<file path="config.mk">
export PLATFORM = sky130hd
export DESIGN_NAME = hkr_ram
export DESIGN_NICKNAME = d
export VERILOG_FILES = /design/src/sv/hkr_ram.sv
export SDC_FILE = /design/constraint.sdc
export NUM_CORES = 1
export LEC_CHECK = 0
export BUFFER_PORTS_ARGS = -buffer_cell sky130_fd_sc_hd__buf_2
export CAP_MARGIN = 20
export CORE_UTILIZATION = 47
export CTS_CLUSTER_SIZE = 40
export DETAILED_ROUTE_END_ITERATION = 10
export GPL_TIMING_DRIVEN = 0
export RECOVER_POWER = 50
export SETUP_SLACK_MARGIN = 0.3
export SLEW_MARGIN = 5
export SYNTH_ARGS = -nofsm -noshare
export SYNTH_HDL_FRONTEND = slang
export SYNTH_SLANG_ARGS = --single-unit
export TNS_END_PERCENT = 5
</file>
<file path="constraint.sdc">
create_clock -name clk -period 2.1 [get_ports clk]
set_clock_uncertainty 0.05 [all_clocks]
set_input_delay 0.315 -clock clk [delete_from_list [all_inputs] [get_ports clk]]
set_output_delay 0.315 -clock clk [all_outputs]
set_load 0.05 [all_outputs]
</file>
<file path="src/sv/hkr_ram.sv">
// hkr_ram: generic single write, single registered read memory
// no dependencies
`default_nettype none
module hkr_ram #(
  parameter int WIDTH = 8,
  parameter int DEPTH = 16
) (
  input  wire logic                     clk,
  input  wire logic                     we,
  input  wire logic [$clog2(DEPTH)-1:0] waddr,
  input  wire logic [WIDTH-1:0]         wdata,
  input  wire logic [$clog2(DEPTH)-1:0] raddr,
  output logic      [WIDTH-1:0]         rdata
);

  logic [WIDTH-1:0] mem [DEPTH];

  always_ff @(posedge clk) begin
    if (we) begin
      mem[waddr] <= wdata;
    end
    rdata <= mem[raddr];
  end

endmodule
`default_nettype wire

</file>
==> flow_summary.json <==
{
  "crit_fanout": 8,
  "num_vias": 2420,
  "via_per_inst": 5.708,
  "io_buffers": 24,
  "maxCapViolations": 0,
  "drtIter0Drc": 180,
  "synth_top_cell_area_share": 0.7467,
  "synth-seq-cells": 136,
  "cp.arrival_ns": 1.60,
  "hold_buffers": 0,
  "cp_data_required_time_ns": 2.19,
  "nNetsFinal": 293,
  "path_buf_inv": 1,
  "drt_wl_total_um": 9967,
  "avgSynthCellArea_um2": 22.48,
  "postCtsSetupRepairBufs": 0,
  "instances_no_fill": 424,
  "final_common_cell": "edfxtp_1",
  "drc": 0,
  "cts_buffers": 17,
  "insertion_delay_ns": 0.51,
  "syn_nets": 247,
  "diodes": 0,
  "chipHeight_um": 106.7,
  "grt_pass1_vias": 2370,
  "ios": 26,
  "areaGrowthSynthToFinish_pct": 16.84,
  "crit_chain": "buf_2 -> or3b_2 -> nor2_1",
  "cts-root-buf": "clkbuf_8",
  "final_cell_mix": "128 x edfxtp_1, 19 x buf_2, 18 x mux4_2",
  "yosysTopAreaCell": "edfxtp_1",
  "drive_gt1_frac": 0.2708,
  "synth.distinct_cells": 19,
  "dp.cells": 392,
  "clk_pin_slew_worst_paths_ns": 0.06,
  "max_slew_margin": 0.4453,
  "timing.final.crit_share": 0.7198,
  "grt_max_degree": 17,
  "wl_per_cell_um": 23.51,
  "syn-cell-area_um2": 5147,
  "gr-usage-all-layers": 0.1952,
  "regArea_um2": 4004,
  "crit_path_start_kind": "input pin",
  "min_period_ns": 1.512,
  "drtPass1Iterations": 4,
  "start_util": 0.4920,
  "postLayoutCoreUtil": 0.5749,
  "fill_cells": 811,
  "yosys-top-cells-area": "edfxtp_1 75%, mux4_2 7.9%, mux4_1 7.1%",
  "die_w_um": 106.7,
  "multiInputGateArea_um2": 1062,
  "gr-total-overflow": 0,
  "rows": 37,
  "dpl.hpwl_um": 6308,
  "slowest_stage": "nor2_1",
  "rsz0062_at_grt": "false",
  "syn_inst": 229,
  "ant_nets": 0,
  "grt_pass1_wl_um": 14920,
  "irDropWorstVdd_mv": 0.4324,
  "tightestPinTransition_ns": 0.8257,
  "htreeDepth": 4,
  "fmax_ghz": 0.6616,
  "drv_slew": 0,
  "synth-seq-area-share": 0.7778,
  "critPathKind": "input pin to register",
  "antenna_found_initial": 0,
  "run_status": "finished, final reports clean",
  "path_delay_family": "simple AND/OR/NAND/NOR gates",
  "clock_sinks": 136,
  "cts_tree": "yes",
  "cp-end-kind": "register",
  "ctsResizeCount": 0,
  "p_leak_uw": 0.001998,
  "cts_buffer_depth": 2,
  "max_stage_delay_ns": 0.64,
  "layout_setup_ws_ns": 0.5885,
  "finalWeightedCongestion": 0.7167,
  "setup_violations": 0,
  "place_ws_ns": 0.03266,
  "die-area_um2": 11370,
  "synth_warnings": 0,
  "hold_class": "input pin to register",
  "pwr_density_cell_nw_per_um2": 1027,
  "core_um2": 10460,
  "final_hold_viol_count": 0
}
## worst paths after layout
kind              slack, ns  cells past startpoint                  from                  end
setup / recovery       0.59                      3              waddr[2]  mem[2][1]$_DFFE_PP_
hold / removal         0.24                      4              raddr[0]     rdata[7]$_DFF_P_
setup reg to reg       0.61                      3  mem[12][0]$_DFFE_PP_     rdata[0]$_DFF_P_
hold reg to reg        0.64                      3  mem[11][5]$_DFFE_PP_     rdata[5]$_DFF_P_
## registers in the layout, summed over array words and instances, names as in the netlist
| signal | flops |
|---|---|
| rdata | 8 |
| mem | 128 |
## per-stage QoR
stage	area (µm²)	hold slack (ns)	TNS [ns]	power, µW
after floorplan	5152	0.3639	0	3322
final	6015	0.2431	0	6177
after CTS	6026	0.1450	0	6227
after global routing	6015	0.2419	0	6377
after global placement	5443	0.6054	-0.6387	3451
after detailed placement	5463	0.6272	0	3464
## per-layer routing
| metal | GRT usage | routed length [µm] | vias up |
|---|---|---|---|
| li1 | - | - | 1068 |
| met1 | 0.2789 | 4397 | 1262 |
| met2 | 0.2871 | 4805 | 73 |
| met3 | 0.05532 | 565 | 17 |
| met4 | 0.07534 | 199 | 0 |
| met5 | 0 | 0 | - |
## final cells by class
| cell class | count | share of cell area |
|---|---|---|
| sequential | 136 | 0.6657 |
| multi-input combinational | 83 | 0.1766 |
| clock buffer | 20 | 0.07239 |
| tap | 136 | 0.02829 |
| timing repair buffer | 27 | 0.02143 |
| clock inverter | 12 | 0.02122 |
| buffer | 10 | 0.01435 |
## logic make-up after synthesis
kind of cell	Yosys count	share of synthesized area
AOI/OAI and AO/OA	16	0.02334
buffers and inverters	10	0.01677
DFF	136	0.7778
muxes	32	0.1502
and+or+nand+nor	35	0.03184
## worst min-delay path: cells and delay by family
kind,cells,cell delay (ns)
compound gates,1,0.07
buf+inv,1,0.11
mux,1,0.21
simple gates,1,0.06
## cell usage after synthesis
master,n
a22oi_1,16
and2_1,1
and2b_1,1
buf_2,3
buf_4,1
buf_6,3
clkdlybuf4s25_2,3
dfxtp_1,8
edfxtp_1,128
mux4_1,14
mux4_2,18
nand2_1,9
nand2b_1,2
nand3_1,1
nand3b_1,2
nor2_1,13
nor2b_1,1
nor3_1,4
or3b_2,1
## report_power, final
part	switching (µW)	internal [µW]	leakage [µW]
Clock	1060	1710	0.000267
Sequential	13.5	3040	0.00122
Combinational	231	119	0.000508
Total	1310	4870	0.00200
(Power assumes the default switching activity.)
