[src/sv/hkr_pkg.sv]
// hkr_pkg: types, sizes and the pattern match function for the key report encoder
// used by the key cell, the core and the checker; no dependencies
`default_nettype none
package hkr_pkg;

  localparam int KEY_SLOTS     = 6;
  localparam int MATCH_BYTES   = 4;
  localparam int ASCII_ENTRIES = 128;
  localparam int UTF8_ENTRIES  = 128;
  localparam int COMBO_ENTRIES = 32;
  localparam int REPORT_SLOTS  = 6;

  localparam int ASCII_AW = $clog2(ASCII_ENTRIES);
  localparam int UTF8_AW  = $clog2(UTF8_ENTRIES);
  localparam int COMBO_AW = $clog2(COMBO_ENTRIES);
  localparam int SCAN_W   = 11;
  localparam int SLOT_CW  = $clog2(KEY_SLOTS + 1);

  localparam logic [2:0] FN_PRESS_CHAR = 3'd0;
  localparam logic [2:0] FN_TYPE_CHAR  = 3'd1;
  localparam logic [2:0] FN_RELEASE    = 3'd2;
  localparam logic [2:0] FN_PRESS_KEY  = 3'd3;
  localparam logic [2:0] FN_PRESS_MOD  = 3'd4;
  localparam logic [2:0] FN_LOAD_ASCII = 3'd5;
  localparam logic [2:0] FN_LOAD_UTF8  = 3'd6;
  localparam logic [2:0] FN_LOAD_COMBO = 3'd7;

  localparam logic [1:0] CFG_ASCII_COUNT = 2'd0;
  localparam logic [1:0] CFG_UTF8_COUNT  = 2'd1;
  localparam logic [1:0] CFG_COMBO_COUNT = 2'd2;

  typedef struct packed {
    logic [2:0]  func;
    logic [7:0]  char_byte0;
    logic [7:0]  char_byte1;
    logic [7:0]  char_byte2;
    logic [7:0]  char_byte3;
    logic [7:0]  key_code;
    logic [7:0]  modifier_bits;
    logic [6:0]  entry_index;
    logic [63:0] entry_data;
  } in_t;

  typedef struct packed {
    logic       report_valid;
    logic [7:0] report_modifiers;
    logic [7:0] key_slot0;
    logic [7:0] key_slot1;
    logic [7:0] key_slot2;
    logic [7:0] key_slot3;
    logic [7:0] key_slot4;
    logic [7:0] key_slot5;
    logic [1:0] extra_bytes;
    logic       last;
  } out_t;

  // key token handed from cell to cell
  typedef struct packed {
    logic       valid;
    logic [7:0] key;
  } tok_t;

  function automatic logic [2:0] match_len(input logic [31:0] pat, input logic [31:0] chr);
    logic [2:0] n;
    logic       stop;
    logic       bad;
    n    = 3'd0;
    stop = 1'b0;
    bad  = 1'b0;
    for (int j = 0; j < MATCH_BYTES; j++) begin
      if (!stop && !bad) begin
        if (pat[8*j +: 8] == 8'h00) begin
          stop = 1'b1;
        end else if (pat[8*j +: 8] != chr[8*j +: 8]) begin
          bad = 1'b1;
        end else begin
          n = n + 3'd1;
        end
      end
    end
    return bad ? 3'd0 : n;
  endfunction

endpackage
`default_nettype wire

[src/sv/hkr_key_cell.sv]
// hkr_key_cell: one key slot; takes a passing key token when empty, else hands it on
// depends on hkr_pkg
`default_nettype none
module hkr_key_cell (
  input  wire logic         clk,
  input  wire logic         rst,
  input  wire logic         clear,
  input  wire hkr_pkg::tok_t tok_in,
  output hkr_pkg::tok_t     tok_out,
  output logic [7:0]        key
);

  always_ff @(posedge clk) begin
    if (rst || clear) begin
      key           <= 8'h00;
      tok_out.valid <= 1'b0;
    end else begin
      if (tok_in.valid && key == 8'h00) begin
        key           <= tok_in.key;
        tok_out.valid <= 1'b0;
      end else begin
        tok_out.valid <= tok_in.valid;
      end
    end
    tok_out.key <= tok_in.key;
  end

endmodule
`default_nettype wire

[config.mk]
export PLATFORM = sky130hd
export DESIGN_NAME = hkr_key_cell
export DESIGN_NICKNAME = d
export VERILOG_FILES = /design/src/sv/hkr_pkg.sv /design/src/sv/hkr_key_cell.sv
export SDC_FILE = /design/constraint.sdc
export NUM_CORES = 1
export LEC_CHECK = 0
export ABC_AREA = 1
export ABC_CLOCK_PERIOD_IN_PS = 3100
export BUFFER_PORTS_ARGS = -buffer_cell sky130_fd_sc_hd__clkbuf_2
export CAP_MARGIN = 30
export CORE_AREA = 8 8 45 47
export DETAILED_ROUTE_END_ITERATION = 12
export DIE_AREA = 0 0 53 55
export GPL_TIMING_DRIVEN = 0
export PLACE_DENSITY = 0.75
export SYNTH_ARGS = -nofsm -noshare
export SYNTH_HDL_FRONTEND = slang
export SYNTH_SLANG_ARGS = --single-unit
[constraint.sdc]
create_clock -name clk -period 3.1 [get_ports clk]
set_clock_uncertainty 0.1 [all_clocks]
set_input_delay 0.31 -clock clk [delete_from_list [all_inputs] [get_ports clk]]
set_output_delay 0.31 -clock clk [all_outputs]
set_load 0.02 [all_outputs]
==> flow_metrics.py <==
metrics = {
    "run_status": {
        "status": "complete, no violations",
    },
    "drt": {
        "vias": 496,
        "vias_per_cell": 4.35,
        "wire_per_inst_um": 10.7,
        "drt_iter0_drc": 8,
        "first_pass_iters": 4,
        "detail-route-antenna-nets": 0,
        "wl_mm": 1.22,
        "drc": 0,
    },
    "yosys": {
        "ys_top_cells_by_area": "dfxtp_1, nor2_1, nand3_1, inv_1, nand2_1",
        "syn_nets": 78,
        "synth_common_cells": "dfxtp_1, nor2_1, inv_1, nand3_1, nand2_1",
        "synth_top_area_cell": "dfxtp_1",
        "ys.warnings.count": 0,
        "syn_avg_cell_area_sq_um": 8.44,
        "synth_seq_cells": 17,
        "ys.flop_type": "dfxtp_1",
        "synth_edf_count": 0,
        "synth_cell_types": 9,
        "ys_seq_area_share_pct": 61.1,
        "synthDominantCellAreaShare_pct": 61.1,
        "netlist_instances": 66,
        "netlist_area_sq_um": 557,
        "synth.most_common_cell": "dfxtp_1",
        "synth_async_sr_flop_share_pct": 0,
    },
    "pwr": {
        "p_leak_nw": 0.390,
        "power.total_w": 0.000442,
        "p_clk_share_pct": 26.2,
        "p_seq_share_pct": 53.8,
        "power_density_mw_per_mm2": 595,
        "swShare_pct": 29.5,
        "combPwrFrac_pct": 20.0,
        "p_int_w": 0.000312,
        "irDropWorstVdd_mv": 0.260,
        "p_sw_w": 0.000130,
    },
    "cts": {
        "cts_setup_buffers": 0,
        "cts_tree": "built",
        "clk_latency_ns": 0.29,
        "cts-resized-gates": 0,
        "cts_sinks": 17,
        "clk_path_buf_depth": 2,
        "cts-root-buf": "clkbuf_4",
        "cts.hold.buffers_added": 0,
        "cts_buffers": 3,
        "cts_htree_levels": 1,
        "clkTransAtPathRegs_ns": 0.09,
    },
    "setup_path": {
        "critPathMaxStageDelay_ns": 0.39,
        "crit_chain": "clkbuf_2",
        "critical-path-top-delay-family": "flip-flops",
        "critPathKind": "flip-flop to primary output",
        "path_max_fanout": 3,
        "cp.arrival_ns": 0.87,
        "crit_path_end_kind": "primary output",
        "cp.required_ns": 2.69,
        "worstSetupStartpointType": "flip-flop",
        "cp.depth": 1,
        "critical_path_buf_inv_count": 1,
        "r2r_cells": 6,
        "cp_slowest_cell": "dfxtp_1",
    },
    "placed_design": {
        "port_buffers": 28,
        "routabilityCongestion": 0.735,
        "placed_cells": 110,
        "dp_hpwl_mm": 1.00,
    },
    "sta": {
        "fmax_mhz": 781,
        "max-slew-margin-rel_pct": 71.1,
        "worst_hold_slack_ns": 0.0291,
        "fin_tns_setup_ns": 0,
        "finalCritPeriodShare_pct": 41.3,
        "slew_viol_final": 0,
        "rsz0062_at_grt": "no",
        "tightest_slew_ns": 0.431,
        "setup_viol": 0,
        "hold_viol": 0,
        "period_minus_slack_ns": 1.28,
    },
    "run": {
        "maxCapViolCount": 0,
    },
    "grt": {
        "grt_pass1_vias": 485,
        "groute.usage.overall_pct": 9.12,
        "overflow": 0,
        "grt_first_pass_wirelength_mm": 1.93,
        "antenna_found_initial": 0,
        "grt_max_degree": 10,
    },
    "hold_path": {
        "worstHoldPathCells": 1,
        "hold_path.class": "primary input to flip-flop",
    },
    "finish": {
        "layout-drive-gt1-share_pct": 38.8,
        "area_growth_pct": 33.5,
        "n_antenna_cell": 0,
        "nets": 111,
        "final_cells": 114,
    },
    "floorplanning": {
        "num_io_pins": 29,
        "die-area_sq_mm": 0.00292,
        "die_w_um": 53,
        "die_y_um": 55,
        "start_util_pct": 40.2,
        "core_area_sq_mm": 0.00138,
        "rows": 14,
    },
}
==> placed cells by master (no fill, tap or decap) <==
master | Yosys | layout
clkbuf_2 | 0 | 28
nor2_4 | 1 | 1
nor2_2 | 4 | 4
nand2_1 | 8 | 8
inv_1 | 9 | 9
clkbuf_4 | 0 | 3
a21oi_1 | 3 | 3
nand3_1 | 9 | 9
dfxtp_1 | 17 | 17
clkbuf_1 | 0 | 1
inv_2 | 2 | 2
nor2_1 | 13 | 13
==> metal layers <==
| layer | GRT usage [%] | up-vias | wire (um) |
|---|---|---|---|
| met3 | 2.67 | 5 | 105 |
| met1 | 8.95 | 207 | 502 |
| met2 | 15.0 | 20 | 570 |
| met4 | 9.05 | 0 | 42 |
| li1 | - | 264 | - |
| met5 | 0 | - | 0 |
==> cell families (layout without fill, tap and decap cells) <==
logic type,after synthesis,in the layout,share of synthesized area [%]
compound gates,3,3,2.70
flops,17,17,61.1
buf+inv,11,43,7.42
simple gates,35,35,28.8
==> state kept, by name, summed over array words and instances (netlist names) <==
name	flops
tok_out	9
key	8
==> power by group through the flow <==
stage	Clock, W	Sequential, W	Combinational (W)
global route	0.000128	0.000240	0.000100
detailed placement	0	0.000243	0.0000907
global placement	0	0.000243	0.0000890
floorplan	0	0.000259	0.0000441
CTS	0.000120	0.000238	0.0000908
finish	0.000116	0.000238	0.0000882
==> final cells by class <==
| class | count | area (sq um) |
|---|---|---|
| fillers | 143 | 641 |
| well taps | 16 | 20.0 |
| repair buffers | 28 | 140 |
| flip-flops and latches | 17 | 340 |
| clock buffers | 4 | 26.3 |
| inverters | 11 | 41.3 |
| multi-input cells | 38 | 175 |
==> final timing paths <==
kind	endpoint	start	slack, ns
min reg2reg	key[5]$_SDFFE_PP0P_	key[5]$_SDFFE_PP0P_	0.38
min	tok_out[7]$_DFF_P_	tok_in[7]	0.03
max reg2reg	key[4]$_SDFFE_PP0P_	key[1]$_SDFFE_PP0P_	1.95
max	key[1]	key[1]$_SDFFE_PP0P_	1.82
==> through the flow <==
stage	area, sq um	util, %	worst slack [ns]
finish	743	53.7	1.82
global route	743	53.7	1.77
CTS	743	53.7	1.80
detailed placement	717	51.8	1.90
global placement	717	51.8	1.90
floorplan	557	-	1.98
No activity file was read; power rests on OpenSTA's default activity.
